--- config.mk ---
export PLATFORM = sky130hd
export DESIGN_NAME = lpvt_out
export DESIGN_NICKNAME = d
export VERILOG_FILES = /design/src/rtl/core/lpvt_pkg.sv /design/src/rtl/core/lpvt_out.sv
export SDC_FILE = /design/constraint.sdc
export NUM_CORES = 1
export LEC_CHECK = 0
export BUFFER_PORTS_ARGS = -buffer_cell sky130_fd_sc_hd__buf_2
export CORE_ASPECT_RATIO = 1.1
export CORE_UTILIZATION = 43
export CTS_BUF_LIST = sky130_fd_sc_hd__clkbuf_8 sky130_fd_sc_hd__clkbuf_16
export CTS_CLUSTER_SIZE = 30
export DETAILED_ROUTE_END_ITERATION = 8
export SETUP_SLACK_MARGIN = 0.02
export SYNTH_ARGS = -nofsm -noshare
export SYNTH_HDL_FRONTEND = slang
export SYNTH_SLANG_ARGS = --single-unit
--- constraint.sdc ---
create_clock -name clk -period 4.2 [get_ports clk]
set_clock_uncertainty 0.2 [all_clocks]
set_input_delay 1.26 -clock clk [delete_from_list [all_inputs] [get_ports clk]]
set_output_delay 1.26 -clock clk [all_outputs]
set_load 0.05 [all_outputs]
--- src/rtl/core/lpvt_pkg.sv ---
package lpvt_pkg;

  localparam int NUM_VARS        = 4096;
  localparam int FRAC_BITS       = 32;
  localparam int VOTE_W          = 48;
  localparam int ADDR_W          = $clog2(NUM_VARS);
  localparam int IDX_W           = 12;
  localparam int SIZE_W          = 16;
  localparam int MAX_CLAUSE_SIZE = 63;
  localparam int WEIGHT_W        = FRAC_BITS + 2;
  localparam int SUM_W           = VOTE_W + 2;
  localparam int OUT_DEPTH       = 4;
  localparam int OUT_PTR_W       = $clog2(OUT_DEPTH);
  localparam int OUT_CNT_W       = $clog2(OUT_DEPTH + 1);

  typedef enum logic [1:0] {
    REQ_CLAUSE = 2'd0,
    REQ_XOR    = 2'd1,
    REQ_READ   = 2'd2
  } req_t;

  typedef enum logic [1:0] {
    CLASS_NEG  = 2'd0,
    CLASS_ZERO = 2'd1,
    CLASS_POS  = 2'd2
  } class_t;

  // One decoded item on its way to the vote memory.
  typedef struct packed {
    logic                       wr_en;
    logic                       is_read;
    logic [IDX_W-1:0]           idx;
    logic [ADDR_W-1:0]          addr;
    logic signed [WEIGHT_W-1:0] weight;
  } op_t;

  typedef struct packed {
    logic [IDX_W-1:0]         read_index;
    logic                     polarity;
    class_t                   vote_class;
    logic signed [VOTE_W-1:0] vote_value;
  } result_t;

endpackage

--- src/rtl/core/lpvt_out.sv ---
module lpvt_out (
  input  logic              clk,
  input  logic              rst,
  input  logic              push,
  input  lpvt_pkg::result_t push_data,
  input  logic              inflight,
  input  logic              m_tready,
  output logic              m_tvalid,
  output lpvt_pkg::result_t pop_data,
  output logic              room
);

  lpvt_pkg::result_t q [lpvt_pkg::OUT_DEPTH];

  logic [lpvt_pkg::OUT_PTR_W-1:0] wr_ptr;
  logic [lpvt_pkg::OUT_PTR_W-1:0] rd_ptr;
  logic [lpvt_pkg::OUT_CNT_W-1:0] count;
  logic [lpvt_pkg::OUT_CNT_W-1:0] committed;
  logic                           pop;

  assign m_tvalid  = count != '0;
  assign pop       = m_tvalid && m_tready;
  assign pop_data  = q[rd_ptr];

  // A read in flight already owns a slot, so it counts against the room.
  assign committed = count + lpvt_pkg::OUT_CNT_W'(inflight);
  assign room      = committed < lpvt_pkg::OUT_CNT_W'(lpvt_pkg::OUT_DEPTH);

  always_ff @(posedge clk) begin
    if (rst) begin
      wr_ptr <= '0;
      rd_ptr <= '0;
      count  <= '0;
    end else begin
      if (push) begin
        wr_ptr <= wr_ptr + lpvt_pkg::OUT_PTR_W'(1);
      end
      if (pop) begin
        rd_ptr <= rd_ptr + lpvt_pkg::OUT_PTR_W'(1);
      end
      if (push && !pop) begin
        count <= count + lpvt_pkg::OUT_CNT_W'(1);
      end else if (pop && !push) begin
        count <= count - lpvt_pkg::OUT_CNT_W'(1);
      end
    end
  end

  always_ff @(posedge clk) begin
    if (push) begin
      q[wr_ptr] <= push_data;
    end
  end

  a_no_push_when_full: assert property (@(posedge clk) disable iff (rst)
    push |-> (count != lpvt_pkg::OUT_CNT_W'(lpvt_pkg::OUT_DEPTH)))
    else $error("result pushed into a full output queue");

  a_count_bounded: assert property (@(posedge clk) disable iff (rst)
    count <= lpvt_pkg::OUT_CNT_W'(lpvt_pkg::OUT_DEPTH))
    else $error("output queue count out of range");

endmodule

* Word-level counts from Yosys, hierarchy flattened
Memories as Yosys holds them, arrays and structs flattened. A register that Yosys moved wholly into a read port is not among the register bits. Cells that the tools add are included.
Storage, ports and cells: output and inout bits 65, input bits 68, bits in registers 7, logic and storage cells 23, memory bits (writable) 252, memories kept 1
Cells by class: muxes and demuxes 6, magnitude comparators 1, reductions and logical operators 7, add/subtract/negate cells 5
Memory list:
- q | words 4, width 63, read ports 1, clocked after Yosys merged registers in 1, wr ports 1, line lpvt_out.sv:13 | lpvt_pkg::result_t q [lpvt_pkg::OUT_DEPTH];
Operators by type and width (count):
- $mux 3 | 2
- $add 2x1->2 const B | 2
- $mux 2 | 2
- $add 3x1->3 | 1
- $add 3x1->3 const B | 1
- $logic_and 1x1->1 | 3
- $lt 3x3->1 const B | 1
- $reduce_bool 3->1 | 1
- $sub 3x1->3 const B | 1
- $logic_not 1->1 | 2
- $mux 1 | 2
- $reduce_bool 2->1 | 1

* Logic depth before layout (Yosys ltp)
depth after elaboration 5, gate-level depth with buffers 7, mapped depth without buffers 7

* Least setup slack after synthesis
OpenSTA, ideal clock, no wires.
path kind input port to output port, from in inflight, to out room, path buffers 0, required time 2.740 ns, path slack 0.637 ns, cell stages on the path 2, arrival time 2.103 ns, cell sequence nand3_1 > xor2_1
On the way: word-level cells in the longest chain between the ends 2
Ends and longest elaborated chain:
- from (decl) | line lpvt_out.sv:6 | input logic inflight,
- $add 3x1->3 | line lpvt_out.sv:26 | assign committed = count + lpvt_pkg::OUT_CNT_W'(inflight);
- $lt 3x3->1 | line lpvt_out.sv:27 | assign room = committed < lpvt_pkg::OUT_CNT_W'(lpvt_pkg::OUT_DEPTH);
- to (decl) | line lpvt_out.sv:10 | output logic room
No other way between the ends.

==> impl_metrics.toml <==
[hold_path]
min_path_type = "flop to flop"
worstHoldPathCells = 2
holdPathEnd = "rd_ptr[1]$_SDFFE_PP0P_"
worstHoldStart = "rd_ptr[1]$_SDFFE_PP0P_"

[critical_path]
crit_arrival_ns = 2.29
r2r_end = "count[2]$_SDFFE_PP0P_"
crit_path_end_kind = "output port"
rrSetupSlack_ns = 1.83
r2r-start = "count[0]$_SDFFE_PP0P_"
critical_path_class = "flop to output port"
reg2reg_depth = 7
start_kind = "flop"
required_ns = 2.74
cp_max_fo = 20

[timing]
relSlewSlack = 0.3348
tns_ns = 0
fin_crit_ns = 3.755
hold_violations = 0
rsz0062_at_grt = "no"
timing.final.crit_share = 0.8940
drv_slew = 0
tightest_slew_ns = 0.9978
fmax_mhz = 266.3
finalSetupViolCount = 0

[cells_and_area]
instances_no_fill = 837
final_nets = 598
finalCoreUtilization = 0.5171
nFillCells = 1767
multi_input_area_mm2 = 0.001690
area_delta_synth_final_pct = 18.60
antenna_cells = 0
drive_above_1_share = 0.4465
seq_area_mm2 = 0.007755
stdcell_area_mm2 = 0.01139

[global_route]
grt_pass1_vias = 4566
grt_pass1_wl_mm = 25.01
grt_max_degree = 64
antenna_found_initial = 0
grt_use_total = 0.1448
grt-ovfl-total = 0

[cts]
cts_buffers = 26
clk_pin_slew_ns = 0.06
cts_tree = "yes"
clock_latency_ns = 0.51
cts_sinks = 261
cts-resized-gates = 0
h-tree-depth = 1
ctsRootBufferMaster = "clkbuf_16"
hold_buffers = 0
ctsLongestPathBuffers = 3
cts_setup_buffers = 0

[synthesis]
ys_seq_area_frac = 0.8064
avgSynthCellArea_um2 = 25.69
yosysWarnings = 0
syn_inst = 374
syn_area_mm2 = 0.009608
syn-num-nets = 448
ys_seq_elements = 261
ys_types = 22

[outcome]
status = "finished clean"

[drt]
wire_per_inst_um = 19.30
vias = 4211
wirelength_mm = 16.15
final_antenna_net_count = 0
via_per_inst = 5.031
drc = 0
drt-initial-drc-count = 217
first_pass_iters = 4

[floorplanning]
start_util = 0.4360
ioPinCount = 133
die_area_mm2 = 0.02295
core-area_mm2 = 0.02204
std_cell_rows = 57
fp.dieH_um = 158.8
die_x_um = 144.5

[pwr]
power_density_mw_per_mm2 = 651.3
ir_drop_mv = 0.3804
p_int_mw = 5.020
seqPwrFrac = 0.420
switchingPower_mw = 2.402
power_leakage_nw = 3.844
p_comb_frac = 0.279
swShare = 0.3236
power_frac_clock = 0.301

[place]
portBuffers = 132
post_dp_cell_area_mm2 = 0.01055
gp_congestion = 0.7098
dpl.hpwl_mm = 9.192
place_inst = 791

[run]
cap_violations = 0
==> logic make-up after synthesis <==
| kind of cell | Yosys count | synth area share |
|---|---|---|
| AND/OR/NAND/NOR | 14 | 0.007162 |
| buffers and inverters | 18 | 0.01875 |
| flip-flops | 261 | 0.8064 |
| XOR/XNOR | 6 | 0.005469 |
| adder cells (fa/ha/maj) | 6 | 0.008595 |
| multiplexers | 65 | 0.1509 |
| AO/OA/AOI/OAI | 4 | 0.002734 |
==> cell usage after synthesis <==
library cell | n | area share
buf_12 | 6 | 0.013
edfxtp_1 | 252 | 0.79
mux2i_1 | 2 | 0.0021
nand3_1 | 1 | 0.00052
ha_1 | 5 | 0.0065
buf_6 | 1 | 0.0012
xor2_1 | 5 | 0.0046
buf_2 | 6 | 0.0031
or3_1 | 2 | 0.0013
clkbuf_1 | 2 | 0.00078
fa_1 | 1 | 0.0021
dfxtp_1 | 9 | 0.019
and2_1 | 4 | 0.0026
xnor2_1 | 1 | 0.00091
a21oi_1 | 1 | 0.00052
mux4_1 | 3 | 0.0082
o31ai_1 | 1 | 0.00078
o21ai_0 | 1 | 0.00052
mux4_2 | 60 | 0.14
nor2_1 | 7 | 0.0027
inv_1 | 3 | 0.0012
o311ai_0 | 1 | 0.00091
==> per-layer routing <==
layer,track usage,share of wire
met5,0,0
met1,0.1917,0.43
met4,0.03971,0.016
met3,0.02774,0.050
met2,0.2434,0.51
==> layout by cell type (no fill, tap or decap), types with 2 or more instances in the layout <==
cell type,n
or3_1,2
mux2i_1,2
ha_1,5
buf_4,3
buf_2,132
mux4_2,60
xor2_1,5
dfxtp_4,2
and2_4,4
edfxtp_1,252
clkbuf_8,3
clkinv_2,4
nor2_1,7
inv_1,8
mux4_1,3
buf_12,2
clkinv_1,2
clkbuf_16,27
bufinv_16,2
dfxtp_1,7
clkinvlp_4,3
==> per-stage QoR <==
step	hold slack [ns]	total power [mW]	setup WS (ns)
global placement	0.2983	5.261	0.8790
detailed placement	0.3198	5.283	0.8978
global route	0.3617	7.707	0.2725
finish	0.3424	7.421	0.4454
CTS	0.3430	7.524	0.3547
floorplan	0.2847	4.930	0.6370
==> sequential cells by signal, summed over array words and instances, names as in the netlist, named ones only <==
| register | count |
|---|---|
| q | 252 |
| count | 3 |
| rd_ptr | 2 |
| wr_ptr | 2 |
==> how the worst max path moves through the flow <==
stage | cells after the start | to
floorplan | 2 | room
global placement | 4 | room
detailed placement | 4 | room
CTS | 3 | pop_data[42]
global route | 3 | pop_data[42]
finish | 3 | pop_data[42]
==> power groups by stage <==
stage / logic (mW) / registers (mW) / clock network, mW
2_1_floorplan: 1.83 / 3.10 / 0
3_3_place_gp: 2.10 / 3.17 / 0
3_5_place_dp: 2.11 / 3.17 / 0
4_1_cts: 2.11 / 3.12 / 2.29
5_1_grt: 2.18 / 3.14 / 2.39
6_report: 2.07 / 3.11 / 2.24
==> final cells by class <==
type                       count  share of cell area
sequential                   261              0.6806
inverter                       3           0.0009882
clock buffer                  30             0.06292
clock inverter                16             0.01131
multi-input combinational     95              0.1483
timing repair buffer         137             0.06347
tap                          295             0.03239
==> critical path, stage by stage (launching register included) <==
cell and delay, ns:
dfxtp_4 0.52, buf_4 0.44, mux4_1 0.60, buf_2 0.22
Note: power is estimated with default switching activity, not from simulation.
