[src/rtl/core/lpvt_pkg.sv]
package lpvt_pkg;

  localparam int NUM_VARS        = 4096;
  localparam int FRAC_BITS       = 32;
  localparam int VOTE_W          = 48;
  localparam int ADDR_W          = $clog2(NUM_VARS);
  localparam int IDX_W           = 12;
  localparam int SIZE_W          = 16;
  localparam int MAX_CLAUSE_SIZE = 63;
  localparam int WEIGHT_W        = FRAC_BITS + 2;
  localparam int SUM_W           = VOTE_W + 2;
  localparam int OUT_DEPTH       = 4;
  localparam int OUT_PTR_W       = $clog2(OUT_DEPTH);
  localparam int OUT_CNT_W       = $clog2(OUT_DEPTH + 1);

  typedef enum logic [1:0] {
    REQ_CLAUSE = 2'd0,
    REQ_XOR    = 2'd1,
    REQ_READ   = 2'd2
  } req_t;

  typedef enum logic [1:0] {
    CLASS_NEG  = 2'd0,
    CLASS_ZERO = 2'd1,
    CLASS_POS  = 2'd2
  } class_t;

  // One decoded item on its way to the vote memory.
  typedef struct packed {
    logic                       wr_en;
    logic                       is_read;
    logic [IDX_W-1:0]           idx;
    logic [ADDR_W-1:0]          addr;
    logic signed [WEIGHT_W-1:0] weight;
  } op_t;

  typedef struct packed {
    logic [IDX_W-1:0]         read_index;
    logic                     polarity;
    class_t                   vote_class;
    logic signed [VOTE_W-1:0] vote_value;
  } result_t;

endpackage

[src/rtl/core/lpvt_decode.sv]
module lpvt_decode (
  input  logic                              clk,
  input  logic                              rst,
  input  logic                              accept,
  input  lpvt_pkg::req_t                    req,
  input  logic [lpvt_pkg::IDX_W-1:0]        var_index,
  input  logic                              lit_sign,
  input  logic [lpvt_pkg::SIZE_W-1:0]       clause_size,
  input  logic                              learnt_flag,
  output logic                              op_valid,
  output lpvt_pkg::op_t                     op
);

  localparam int SHIFT_W = $clog2(lpvt_pkg::FRAC_BITS + 1);

  // Weight 2^-(size-1) in stored units; zero when it falls out of range.
  function automatic logic signed [lpvt_pkg::WEIGHT_W-1:0] weight_of(
    input logic [lpvt_pkg::SIZE_W-1:0] size
  );
    logic [lpvt_pkg::SIZE_W-1:0] down;
    logic [SHIFT_W-1:0]          sh;
    down = size - lpvt_pkg::SIZE_W'(1);
    sh   = SHIFT_W'(lpvt_pkg::FRAC_BITS) - down[SHIFT_W-1:0];
    if (size == '0 || 32'(size) > lpvt_pkg::MAX_CLAUSE_SIZE ||
        32'(down) > lpvt_pkg::FRAC_BITS) begin
      return '0;
    end
    return lpvt_pkg::WEIGHT_W'(1) << sh;
  endfunction

  logic                                 in_range;
  logic signed [lpvt_pkg::WEIGHT_W-1:0] w;
  lpvt_pkg::op_t                        op_next;

  assign in_range = 32'(var_index) < lpvt_pkg::NUM_VARS;
  assign w        = weight_of(clause_size);

  always_comb begin
    op_next         = '0;
    op_next.idx     = var_index;
    op_next.addr    = lpvt_pkg::ADDR_W'(var_index);
    case (req)
      lpvt_pkg::REQ_CLAUSE: begin
        op_next.wr_en  = in_range && !learnt_flag;
        op_next.weight = lit_sign ? w : -w;
      end
      lpvt_pkg::REQ_XOR: begin
        op_next.wr_en  = in_range;
        op_next.weight = w;
      end
      lpvt_pkg::REQ_READ: begin
        op_next.wr_en   = in_range;
        op_next.is_read = 1'b1;
      end
      default: begin
        op_next.wr_en = 1'b0;
      end
    endcase
  end

  always_ff @(posedge clk) begin
    if (rst) begin
      op_valid <= 1'b0;
    end else begin
      op_valid <= accept;
    end
  end

  always_ff @(posedge clk) begin
    if (accept) begin
      op <= op_next;
    end
  end

endmodule

[config.mk]
export PLATFORM = sky130hd
export DESIGN_NAME = lpvt_decode
export DESIGN_NICKNAME = d
export VERILOG_FILES = /design/src/rtl/core/lpvt_pkg.sv /design/src/rtl/core/lpvt_decode.sv
export SDC_FILE = /design/constraint.sdc
export NUM_CORES = 1
export LEC_CHECK = 0
export ABC_AREA = 1
export BUFFER_PORTS_ARGS = -buffer_cell sky130_fd_sc_hd__buf_2
export CORE_AREA = 2 2 99 101
export CTS_CLUSTER_SIZE = 16
export DETAILED_ROUTE_END_ITERATION = 10
export DIE_AREA = 0 0 101 103
export PLACE_DENSITY_LB_ADDON = 0.08
export REMOVE_ABC_BUFFERS = 1
export SLEW_MARGIN = 20
export SYNTH_ARGS = -nofsm -noshare
export SYNTH_HDL_FRONTEND = slang
export SYNTH_SLANG_ARGS = --single-unit
[constraint.sdc]
create_clock -name clk -period 3.6 [get_ports clk]
set_input_delay 0.18 -clock clk [delete_from_list [all_inputs] [get_ports clk]]
set_output_delay 0.18 -clock clk [all_outputs]
set_load 0.1 [all_outputs]
# Yosys cells after proc, flatten, opt, wreduce, memory -nomap -nowiden
# Cells that the tools add are included.
# W data, S select, Z words.
word_totals:
  latchBits: 0
  ff_bits: 49
  out_inout_bits: 61
  n_memories: 0
  input_bits: 35
  ram_bits: 0
  elab_cells: 26
  rom_bits: 0
op_classes:
  muxes: 7
  mul: 0
  bitwise_logic: 0
  order_cmp: 2
  shifts: 1
  n_eq_ne: 2
  div_mod_pow: 0
  addsub: 3
  reduce_logical: 6
op_table:
  columns: ["op", "count"]
  rows:
  - ["$mux W34", 3]
  - ["$pmux W34 S2", 1]
  - ["$neg A34 Y34", 1]
  - ["$shl A1 B6 Y34 const A", 1]
  - ["$gt A16 B6 Y1 const B", 2]
  - ["$logic_not A16 Y1", 1]
  - ["$sub A16 B1 Y16 const B", 1]
  - ["$sub A6 B6 Y6 const A", 1]
  - ["$eq A2 B1 Y1 const B", 1]
  - ["$eq A2 B2 Y1 const B", 1]
  - ["$logic_not A2 Y1", 1]
  - ["$logic_or A1 B1 Y1", 2]
  - ["$mux W1", 2]
  - ["$pmux W1 S2", 1]
  - ["$reduce_or A2 Y1", 1]
  - ["$logic_not A1 Y1", 1]

# Logic depth before layout (Yosys ltp)
depth:
  word_depth: 8
  depth_mapped: 24

# Least setup slack after synthesis
# No wires, ideal clock.
synth_timing:
  path_type: "input to register"
  startpoint: "in clause_size[0] in the netlist's numbering"
  endpoint: "reg op[14] in the netlist's numbering, data pin"
  path_buffers: 1
  setup_time_ns: 0.268
  setup_slack_ns: 0.953
  path_stages: 21
  arrival_ns: 2.378
  path_cell_list: "inv_1 ha_1 buf_4 inv_1 nand2_1 nand2_2 inv_1 ha_1 nand2_1 inv_1 nand2_1 nor2_1 nand2_1 ha_1 nand3_2 nor2_4 nand2_1 o21ai_1 a21oi_1 o21ai_1 o21ai_0"
synth_lines:
  columns: ["item", "line", "rtl"]
  rows:
  - ["from (decl)", "lpvt_decode.sv:8", "input logic [lpvt_pkg::SIZE_W-1:0] clause_size,"]
  - ["to (signal assigned)", "lpvt_decode.sv:71", "op <= op_next;"]
  - ["to (decl)", "lpvt_decode.sv:11", "output lpvt_pkg::op_t op"]

==> impl_metrics.csv <==
group,metric,value,unit
outcome,outcome,"completed",
logic_synthesis,synth_edf_count,48,
min_path,hold_class,"input port to register",
sta,setup_viol,0,
global_route,grt_overflow,0,
power_and_ir_drop,p_per_area,307,mW/mm^2
logic_synthesis,synth.area.top_cells,"edfxtp_1 32%, nand2_1 16%, nor2_1 6.3%",
global_route,grt_start_max_net_pins,50,
sta,min_period,3.06,ns
routing,wirelength,11800,um
sta,hold_viol,0,
power_and_ir_drop,p_seq_frac,0.429,
cts,cts.path.max_buffers,2,
cells_and_area,n_antenna_cell,0,
sta,slew_viol_final,0,
die,start_util,0.478,
logic_synthesis,synth_seq_area_share,0.323,
cts,cts.clk_slew.worst_paths,0.09,ns
cells_and_area,syn2layout_area_growth,12.1,%
routing,drtAntennaViolNets,0,
power_and_ir_drop,internal-power,877,uW
cells_and_area,finalNetCount,777,
die,die_y,103,um
global_route,grt_pass1_wl,19100,um
die,core-area,0.00946,sq mm
sta,post-route-period-util,0.850,
cts,cts_root_buffer,"clkbuf_8",
job,cap_violations,0,
cells_and_area,post-route-util,0.536,
routing,drt_pass1_iterations,5,
logic_synthesis,synth_top_area_share,0.319,
die,rows,36,
setup_path,cp.required,3.65,ns
die,fp.dieW,101,um
cts,ctsHoldBuffers,0,
global_route,grt_pass1_vias,3920,
cells_and_area,final_layout_size_suffix_gt1_frac,0.249,
cts,postCtsSetupRepairBufs,0,
cts,clock-sinks,49,
power_and_ir_drop,p_comb_frac,0.362,
logic_synthesis,ys_ff_latch,49,
cts,cts_buffers,5,
cts,cts_resized,0,
global_route,antenna_found_initial,0,
logic_synthesis,synthCells,652,
logic_synthesis,synth_top_area_cell,"edfxtp_1",
routing,wl_per_cell,14.0,um
logic_synthesis,synth_ff_type,"edfxtp_1",
power_and_ir_drop,switching_share,0.436,
logic_synthesis,ys_types,43,
cts,htree_levels,2,
cts,cts_tree,"done",
logic_synthesis,synth.most_common_cell,"nand2_1",
routing,post-route-drc-count,0,
die,die-area,0.0104,sq mm
power_and_ir_drop,clockPowerShare,0.209,
global_route,grt_usage,0.231,
sta,timing.fmax,327,MHz
sta,worst_pin_slew,0.625,ns
sta,relSlewSlack,0.583,
sta,tns,0,ns
sta,rsz0062_at_grt,"false",
power_and_ir_drop,p_sw,678,uW
setup_path,cp.arrival,3.12,ns
die,io_pins,96,
setup_path,worstSetupEndpointType,"register",
logic_synthesis,async_flop_share,0,
logic_synthesis,syn_area,0.00452,sq mm
setup_path,start_kind,"input port",
logic_synthesis,yosysWarnings,0,
power_and_ir_drop,vdd_ir_drop_max,0.195,mV
logic_synthesis,avgSynthCellArea,6.94,sq um
setup_path,crit_type,"input port to register",
routing,vias_per_cell,5.27,
place,port_buffers,95,
routing,drt_iter0_drc,303,
routing,dr_total_vias,4453,
place,hpwlAfterDp,9160,um
power_and_ir_drop,leakage,0.00250,uW
setup_path,cp_max_fo,14,
logic_synthesis,yosys-top-cells-count,"192 x nand2_1, 76 x nor2_1, 56 x inv_1",
place,gp_congestion,0.977,
[final timing paths]
check / depth (start not counted) / start / to
max: 19 / clause_size[0] / op[29]
min: 2 / rst / op_valid
[layer usage]
layer	wire length [um]	vias to the layer above	track usage
met1	5480	1982	0.308
met5	0	-	0
met2	5390	165	0.392
li1	-	2290	-
met4	170	0	0.0707
met3	770	16	0.0305
[per-stage QoR]
step / setup WS (ns) / cell area [sq um] / std cells / power, uW / hold slack [ns]
after floorplan: 0.661 / 4280 / 617 / 1130 / 0.251
after global placement: 0.353 / 4980 / 837 / 1240 / 0.338
after detailed placement: 0.334 / 4980 / 837 / 1240 / 0.337
after CTS: 0.670 / 5070 / 845 / 1570 / 0.000216
after global routing: 0.331 / 5070 / 845 / 1620 / 0.0284
final: 0.539 / 5070 / 845 / 1560 / 0.0140
[placed cells by master, fill, tap and decap left out, types with 3 or more instances in the layout]
cell type  count
a211oi_1       3
a21oi_1       13
buf_2         94
buf_4         12
clkbuf_8       5
edfxtp_1      48
ha_1          12
inv_1         56
inv_2          6
nand2_1      192
nand2_2       20
nand2_4        3
nand3_1       53
nand3_2        6
nand3b_1       3
nand4_1        9
nor2_1        76
nor2_2         7
nor2_4        10
nor3_1        12
o21a_1         3
o21ai_0       37
o21ai_1       18
o21ai_2        8
o22ai_1        5
[registers in the layout (all words and copies together) (netlist names)]
| signal | flops |
|---|---|
| op | 48 |
| op_valid | 1 |
[critical path, stage by stage]
cell and delay (ns):
buf_2 0.14, inv_1 0.12, ha_1 0.33, nand2_1 0.10, nand2_2 0.12, nand4_2 0.16, nor2_1 0.13, nand2_1 0.07
nand2_2 0.19, buf_4 0.25, inv_2 0.08, nand2_1 0.13, inv_1 0.07, nand2_1 0.18, nand2_1 0.08, nor2_1 0.15
a31oi_1 0.11, nor3_1 0.41, a21oi_1 0.09
[power by group through the flow]
stage	combinational, uW	clock (uW)	sequential [uW]
after floorplan	115	0	1010
after CTS	562	340	669
after global placement	561	0	681
after detailed placement	562	0	682
final	563	325	668
after global routing	591	359	673
[cell families after synthesis]
kind of cell / count (synthesis) / share of synthesized area
adders and majority gates: 12 / 0.0332
AOI/OAI and AO/OA: 92 / 0.116
DFF: 49 / 0.323
and+or+nand+nor: 400 / 0.419
buffers and inverters: 98 / 0.107
xor gates and xnor gates: 1 / 0.00194
[cell type report]
class | count | area, sq um
Timing Repair Buffer | 106 | 561
Clock inverter | 2 | 15.0
Tap cell | 114 | 143
Fill cell | 913 | 4390
Multi-Input combinational cell | 505 | 2580
Clock buffer | 6 | 72.6
Sequential cell | 49 | 1460
Inverter | 63 | 239
(Power assumes the default switching activity.)
